===== src/hdl/life_grid_fading_led_effect_macros.svh =====
// ----------------------------------------------------------------------------
// life_grid_fading_led_effect_macros
// assertion macros shared by the life grid effect rtl
// ----------------------------------------------------------------------------
`ifndef LIFE_GRID_FADING_LED_EFFECT_MACROS_SVH
`define LIFE_GRID_FADING_LED_EFFECT_MACROS_SVH

// condition holds at every clock edge out of reset
`define LGF_ASSERT_ALWAYS(label, cond, msg) \
    label: assert property (@(posedge aclk) disable iff (!aresetn) (cond)) else $error(msg);

// consequent holds in the same cycle as the antecedent
`define LGF_ASSERT_IMPLIES(label, ante, cons, msg) \
    label: assert property (@(posedge aclk) disable iff (!aresetn) (ante) |-> (cons)) \
        else $error(msg);

// consequent holds in the cycle after the antecedent
`define LGF_ASSERT_NEXT(label, ante, cons, msg) \
    label: assert property (@(posedge aclk) disable iff (!aresetn) (ante) |=> (cons)) \
        else $error(msg);

`endif


===== src/hdl/lgf_pkg.sv =====
// ----------------------------------------------------------------------------
// lgf_pkg
// types and constants of the life grid fading led effect
// ----------------------------------------------------------------------------
package lgf_pkg;

    // input item opcodes
    localparam logic [1:0] OP_PRESS = 2'd0;
    localparam logic [1:0] OP_TICK  = 2'd1;
    localparam logic [1:0] OP_READ  = 2'd2;

    // configuration register indexes
    localparam logic [2:0] REG_SPEED      = 3'd0;
    localparam logic [2:0] REG_BRIGHTNESS = 3'd1;
    localparam logic [2:0] REG_BASE_RED   = 3'd2;
    localparam logic [2:0] REG_BASE_GREEN = 3'd3;
    localparam logic [2:0] REG_BASE_BLUE  = 3'd4;

    // fade constants, q1.15
    localparam logic [15:0] LEVEL_FULL = 16'h8000;
    localparam logic [13:0] FADE_Q15   = 14'd9830;

    // grid coordinate widths, cover the full row and column ranges
    localparam int GRID_ROW_W = 4;
    localparam int GRID_COL_W = 6;

    typedef struct packed {
        logic                  gen;
        logic                  set;
        logic [GRID_ROW_W-1:0] row;
        logic [GRID_COL_W-1:0] col;
    } lgf_grid_ctrl_t;

    typedef enum logic [3:0] {
        ST_IDLE,
        ST_PRESS,
        ST_GEN,
        ST_FADE,
        ST_RD_SEEK,
        ST_RD_MEM,
        ST_RD_LB,
        ST_RD_R,
        ST_RD_G,
        ST_RD_B,
        ST_RD_OUT
    } lgf_state_t;

endpackage


===== src/hdl/lgf_life_grid.sv =====
// ----------------------------------------------------------------------------
// lgf_life_grid
// cell array of alive bits: b3/s23 generation step and cluster seeding
// ----------------------------------------------------------------------------
module lgf_life_grid
    import lgf_pkg::*;
#(
    parameter int ROWS = 6,
    parameter int COLS = 22
) (
    input  logic                 aclk,
    input  logic                 aresetn,
    input  lgf_grid_ctrl_t       ctrl,
    output logic [ROWS*COLS-1:0] alive
);

    localparam int CELLS = ROWS * COLS;

    logic [CELLS-1:0] alive_reg;
    logic [CELLS-1:0] alive_next;
    logic [CELLS-1:0] life_next;

    // each cell looks at its own fixed neighbors, no wrap at the edges
    always_comb begin
        logic [3:0] nbr;
        for (int r = 0; r < ROWS; r++) begin
            for (int c = 0; c < COLS; c++) begin
                nbr = 4'd0;
                for (int dr = -1; dr <= 1; dr++) begin
                    for (int dc = -1; dc <= 1; dc++) begin
                        if (!(dr == 0 && dc == 0) && (r + dr >= 0) && (r + dr < ROWS)
                            && (c + dc >= 0) && (c + dc < COLS)) begin
                            nbr = nbr + 4'(alive_reg[(r + dr) * COLS + (c + dc)]);
                        end
                    end
                end
                life_next[r * COLS + c] = alive_reg[r * COLS + c] ?
                    (nbr == 4'd2 || nbr == 4'd3) : (nbr == 4'd3);
            end
        end
    end

    always_comb begin
        alive_next = ctrl.gen ? life_next : alive_reg;
        for (int r = 0; r < ROWS; r++) begin
            for (int c = 0; c < COLS; c++) begin
                if (ctrl.set && ctrl.row == GRID_ROW_W'(r) && ctrl.col == GRID_COL_W'(c)) begin
                    alive_next[r * COLS + c] = 1'b1;
                end
            end
        end
    end

    always_ff @(posedge aclk) begin
        if (!aresetn) begin
            alive_reg <= '0;
        end else begin
            alive_reg <= alive_next;
        end
    end

    assign alive = alive_reg;

endmodule


===== config.mk =====
export PLATFORM = sky130hd
export DESIGN_NAME = lgf_life_grid
export DESIGN_NICKNAME = d
export VERILOG_FILES = /design/src/hdl/life_grid_fading_led_effect_macros.svh /design/src/hdl/lgf_pkg.sv /design/src/hdl/lgf_life_grid.sv
export SDC_FILE = /design/constraint.sdc
export NUM_CORES = 1
export LEC_CHECK = 0
export BUFFER_PORTS_ARGS = -buffer_cell sky130_fd_sc_hd__buf_2
export CORE_ASPECT_RATIO = 1.4
export CORE_MARGIN = 2
export CORE_UTILIZATION = 60
export CTS_CLUSTER_SIZE = 24
export DETAILED_ROUTE_END_ITERATION = 7
export PLACE_DENSITY = 0.79
export SLEW_MARGIN = 30
export SYNTH_ARGS = -nofsm -noshare
export SYNTH_HDL_FRONTEND = slang
export SYNTH_SLANG_ARGS = --single-unit

===== constraint.sdc =====
create_clock -name aclk -period 3.98 [get_ports aclk]
set_input_delay 0.597 -clock aclk [delete_from_list [all_inputs] [get_ports aclk]]
set_output_delay 0.597 -clock aclk [all_outputs]
set_load 0.02 [all_outputs]

==> results of run 1 <==
-- cells in the mapped netlist (2+ instances only) --
library cell / count / area [um^2]
a211o_1: 39 / 342
a211oi_1: 3 / 22.5
a21o_1: 6 / 45.0
a21oi_1: 176 / 881
a221o_1: 38 / 380
a22o_1: 77 / 674
and4b_1: 76 / 761
buf_1: 5 / 18.8
buf_2: 5 / 25.0
clkbuf_1: 66 / 248
dfxtp_1: 132 / 2640
fa_1: 420 / 8410
ha_1: 291 / 3640
inv_1: 468 / 1760
nand2_1: 86 / 323
nand2b_1: 51 / 319
nand4bb_1: 2 / 22.5
nor2_1: 135 / 507
nor3_1: 3 / 15.0
nor3b_1: 43 / 323
nor4_1: 48 / 300
nor4b_1: 5 / 43.8
o21a_1: 48 / 360
o21ai_0: 4 / 20.0
o2bb2ai_1: 3 / 26.3
or4_1: 4 / 30.0
or4b_1: 3 / 30.0
-- layout make-up --
cell class / instances / area [um^2] / share of cell area, %
Multi-Input combinational cell: 1568 / 17600 / 70.8
Sequential cell: 132 / 2640 / 10.7
Inverter: 468 / 1770 / 7.13
Timing Repair Buffer: 268 / 1680 / 6.77
Tap cell: 467 / 584 / 2.35
Clock buffer: 23 / 458 / 1.85
Clock inverter: 9 / 105 / 0.424
Antenna cell: 2 / 5.00 / 0.0202
-- per-stage QoR --
stage	total power [mW]	area [um^2]
after floorplan	12.1	22200
after global placement	15.4	24100
after detailed placement	16.3	24100
after CTS	18.2	24700
after global routing	20.5	24800
final	18.3	24800
-- timing repair --
| action | in CTS | in global routing |
|---|---|---|
| setup buffers | 0 | 12 |
| setup endpoints to repair | 0 | 2 |
| hold buffers | 0 | 0 |
| resized for setup | 0 | 4 |
-- cells by family after synthesis --
logic type / share of synthesized area [%]
AO/OA/AOI/OAI: 12.4
adder cells (fa/ha/maj): 54.2
buffers and inverters: 9.22
AND/OR/NAND/NOR: 12.3
flip-flops: 11.9
-- report_power, final --
part / switching [mW] / internal [mW]
Combinational: 8.31 / 6.05
Sequential: 0.481 / 1.79
Clock: 0.719 / 0.936
-- critical path, stage by stage (launching register included) --
cell and delay, ns:
dfxtp_1 0.44, inv_1 0.27, fa_1 0.64, fa_1 0.44, fa_1 0.51, inv_1 0.06, ha_1 0.21, fa_1 0.47
and4b_1 0.24, a221o_1 0.33, a22o_1 0.18
-- worst paths after layout --
check | slack [ns] | startpoint | endpoint
max | 0.1 | alive[75]$_SDFFE_PN0P_ | alive[98]$_SDFFE_PN0P_
min | 0.60 | ctrl[6] | alive[65]$_SDFFE_PN0P_
max reg2reg | 0.1 | alive[75]$_SDFFE_PN0P_ | alive[98]$_SDFFE_PN0P_
min reg2reg | 0.65 | alive[63]$_SDFFE_PN0P_ | alive[63]$_SDFFE_PN0P_
-- metal layers --
layer  GRT usage [%]  wire (um)  vias up
met5               0          9        -
met4            20.8       3790        2
met3            5.35       3990      281
met2            58.8      31600      726
met1            37.1      22100     8963
li1                -          -     7898
==> results.cfg, run 1 <==
[global_routing]
grt_overflow = 0
antenna_found_initial = 1
grt_start_max_net_pins = 182
grt_pass1_wl_um = 101000
grt_pass1_vias = 20100
track_usage_pct = 33.1

[routing]
viasPerCell = 6.08
drc = 0
finalWirelength_um = 61500
wire_per_inst_um = 20.9
num_vias = 17900
ant_nets = 0
first_pass_iters = 5
drtIter0Drc = 1102

[sta]
fmaxAchievable_mhz = 258
finalSetupViolCount = 0
finalCriticalPeriod_ns = 3.88
hold_violations = 0
tns_ns = 0
finalCritPeriodShare_pct = 97.5
worstMarginPinSlew_ns = 0.986
setup_ws_ns = 0.0996
maxSlewHeadroom_pct = 34.3
hold_ws_ns = 0.600
report.final.slew_viol_count = 0
rsz0062_at_grt = false
finalClockSkew_ns = 0.0125

[logic_synthesis]
syn-num-nets = 2969
yosysWarnings = 0
synthCells = 2244
synth_cell_types = 34
ys.flop_type = dfxtp_1
postSynthAreaPerCell_um2 = 9.90
synth_edf_count = 0
async_flop_share_pct = 0
ys_ff_latch = 132
synthesis.area_um2 = 22200
ys_seq_area_share_pct = 11.9

[outcome]
status = complete, no violations

[finish]
num-nets-final = 3180
largest_register_ffs = 132
drive_gt1_share_pct = 12.6
fin_util_pct = 67.9
fillerInstances = 2793
layout_common_cells = inv_1, fa_1, ha_1, a21oi_1, buf_2
final_common_cell = inv_1
area_delta_synth_final_pct = 11.6
stdcell_count = 2937

[clock_tree]
clock_sinks = 132
clk_latency_ns = 0.47
cts_tree = yes
path_clk_slew_ns = 0.06
cts_buffers = 17
cts_htree_levels = 4
root_buffer = clkbuf_16
cts.path.max_buffers = 2

[power]
leakage_nw = 13.8
power_density_nw_per_um2 = 737
peakVddDrop_v = 0.000462

[worst_setup_path]
cp-start-kind = flip-flop
crit_path_end_kind = flip-flop
r2r.worst_path.cells = 10
crit_arrival_ns = 4.24
cp_max_fo = 7
critical_path_class = flip-flop to flip-flop
required_ns = 4.34

[placement]
dp_slack_ns = 0.162
post-dp-hpwl_um = 46500
port_buffers = 145
dp.cells = 2891
globalplace.congestion = 0.871

[die]
die_area_um2 = 38600
core_um2 = 36600
die_w_um = 167
ios = 146
start_util_pct = 60.8
die_h_um = 232
rows = 83

[min_path]
hold_class = primary input to flip-flop
hold_depth = 3

[flow_run]
drv_cap = 0
No activity file was read; power rests on OpenSTA's default activity.
==> inputs of run 2 (changes only) <==
--- a/config.mk
+++ b/config.mk
@@ -5,7 +5,7 @@
 export SDC_FILE = /design/constraint.sdc
 export NUM_CORES = 1
 export LEC_CHECK = 0
-export BUFFER_PORTS_ARGS = -buffer_cell sky130_fd_sc_hd__buf_2
+export BUFFER_PORTS_ARGS = -buffer_cell sky130_fd_sc_hd__buf_4
 export CORE_ASPECT_RATIO = 1.4
 export CORE_MARGIN = 2
 export CORE_UTILIZATION = 60
==> results.cfg, run 2 (synthesis gave the netlist of run 1 again) <==
[global_routing]
grt_pass1_wl_um = 101000
antenna_found_initial = 1
grt_pass1_vias = 20400
grt_overflow = 0
grt_start_max_net_pins = 182
track_usage_pct = 33.1

[sta]
report.final.slew_viol_count = 0
finalSetupViolCount = 0
tns_ns = 0
finalClockSkew_ns = 0.00909
hold_violations = 0
setup_ws_ns = 0.179
worstMarginPinSlew_ns = 1.01
maxSlewHeadroom_pct = 32.7
finalCriticalPeriod_ns = 3.80
rsz0062_at_grt = false
fmaxAchievable_mhz = 263
finalCritPeriodShare_pct = 95.5

[power]
power_density_nw_per_um2 = 733
peakVddDrop_v = 0.000473
seqPwrFrac_pct = 12.4
power_frac_comb_pct = 78.1
internal-power_mw = 8.98
p_sw_share_pct = 51.2
power.share.clock_pct = 9.5
p_sw_mw = 9.41
leakage_nw = 13.7

[routing]
num_vias = 17800
highest_layer = met5
ant_nets = 0
wire_per_inst_um = 20.9
finalWirelength_um = 61100
drc = 0
first_pass_iters = 5
viasPerCell = 6.09
dr_wl_met2_um = 31300
wl_met3_um = 3960
wl_met1_um = 22300
drtIter0Drc = 1185

[worst_setup_path]
reg2reg_from = alive[58]$_SDFFE_PN0P_
r2r_end = alive[81]$_SDFFE_PN0P_
critical_path_class = flip-flop to flip-flop
cp_top_family = adder cells
slowest_delay_ns = 0.65
r2r.worst_path.cells = 10
crit_top_cell = fa_1
crit_chain = inv_1 > fa_1 > fa_1 > fa_1 > inv_1 > ha_1 > fa_1 > and4b_1 > a221o_1 > a22o_1
crit_path_end_kind = flip-flop
cp-start-kind = flip-flop
cp_max_fo = 7
slowest_stage = fa_1
r2r_slack_ns = 0.18
path_buf_inv = 2
crit_arrival_ns = 4.15
required_ns = 4.33

[finish]
antenna-diode-count = 0
drive_gt1_share_pct = 12.0
layout_common_cells = inv_1, fa_1, ha_1, buf_4, a21oi_1
num-nets-final = 3168
fin_area_um2 = 25100
final_common_cell = inv_1
largest_register_ffs = 132
area_delta_synth_final_pct = 13.0

[min_path]
hold_depth = 3
hold_end = alive[65]$_SDFFE_PN0P_
hold_class = primary input to flip-flop
worstHoldStart = ctrl[6]

[clock_tree]
root_buffer = clkbuf_16
clk_latency_ns = 0.46
holdBufCountCts = 0
cts_htree_levels = 4
clock_sinks = 132
cts_buffers = 17
cts_tree = yes
cts_resized = 0
cts.path.max_buffers = 2
post_cts_buffers = 0
path_clk_slew_ns = 0.07

[placement]
port_buffers = 145
place_area_um2 = 24500
dp_slack_ns = 0.222
post-dp-hpwl_um = 46100
globalplace.congestion = 0.876

[die]
ios = 146
die_w_um = 167
core_um2 = 36600
rows = 83
die_h_um = 232
die_area_um2 = 38600
start_util_pct = 60.8

[flow_run]
drv_cap = 0

[outcome]
status = complete, no violations
-- run 2: cell types whose count changed in the layout (fill, tap and decap cells not counted), sizes merged --
cell and delta:
buf -12, bufinv +1, clkinv -1, clkinvlp -3, diode -2, inv +3
-- run 2: stage by stage --
step	util, %	cells	hold slack, ns	total power, mW
after global routing	68.7	2923	0.548	20.6
after global placement	67.0	2891	0.628	15.8
after CTS	68.7	2923	0.529	18.4
after floorplan	-	2244	0.712	12.1
final	68.7	2923	0.534	18.4
after detailed placement	67.0	2891	0.643	16.5
-- run 2: power groups by stage --
stage | clock network [mW] | registers [mW] | logic (mW)
2_1_floorplan | 0 | 3.19 | 8.95
3_3_place_gp | 0 | 2.28 | 13.5
3_5_place_dp | 0 | 2.30 | 14.2
4_1_cts | 1.75 | 2.28 | 14.4
5_1_grt | 1.80 | 2.35 | 16.4
6_report | 1.75 | 2.28 | 14.4
-- run 2: tightest hold or removal path: cells and delay by family --
kind	cells	cell delay [ns]
AOI/OAI and AO/OA	1	0.17
buffers and inverters	1	0.12
and+or+nand+nor	1	0.06
-- run 2: area by class of cell --
type / instances / area, um^2
multi-input combinational: 1568 / 17600
fill: 2788 / 11500
sequential: 132 / 2640
timing repair buffer: 256 / 1950
inverter: 468 / 1760
tap: 467 / 584
clock buffer: 23 / 478
clock inverter: 9 / 126
-- run 2: how the worst max path moves through the flow --
| stage | from | endpoint | slack (ns) | cells after the start |
|---|---|---|---|---|
| 3_5_place_dp | alive[79]$_SDFFE_PN0P_ | alive[102]$_SDFFE_PN0P_ | 0.22 | 10 |
| 5_1_grt | alive[79]$_SDFFE_PN0P_ | alive[102]$_SDFFE_PN0P_ | 0.05 | 10 |
| 6_report | alive[58]$_SDFFE_PN0P_ | alive[81]$_SDFFE_PN0P_ | 0.18 | 10 |
| 3_3_place_gp | alive[58]$_SDFFE_PN0P_ | alive[81]$_SDFFE_PN0P_ | 0.27 | 10 |
| 2_1_floorplan | alive[68]$_SDFFE_PN0P_ | alive[91]$_SDFFE_PN0P_ | 0.23 | 10 |
| 4_1_cts | alive[58]$_SDFFE_PN0P_ | alive[81]$_SDFFE_PN0P_ | 0.20 | 10 |
-- run 2: metal layers --
| metal | GRT usage [%] | up-vias |
|---|---|---|
| met2 | 59.0 | 709 |
| met1 | 37.0 | 8969 |
| li1 | - | 7861 |
| met3 | 5.83 | 253 |
| met5 | 0 | - |
| met4 | 19.9 | 2 |
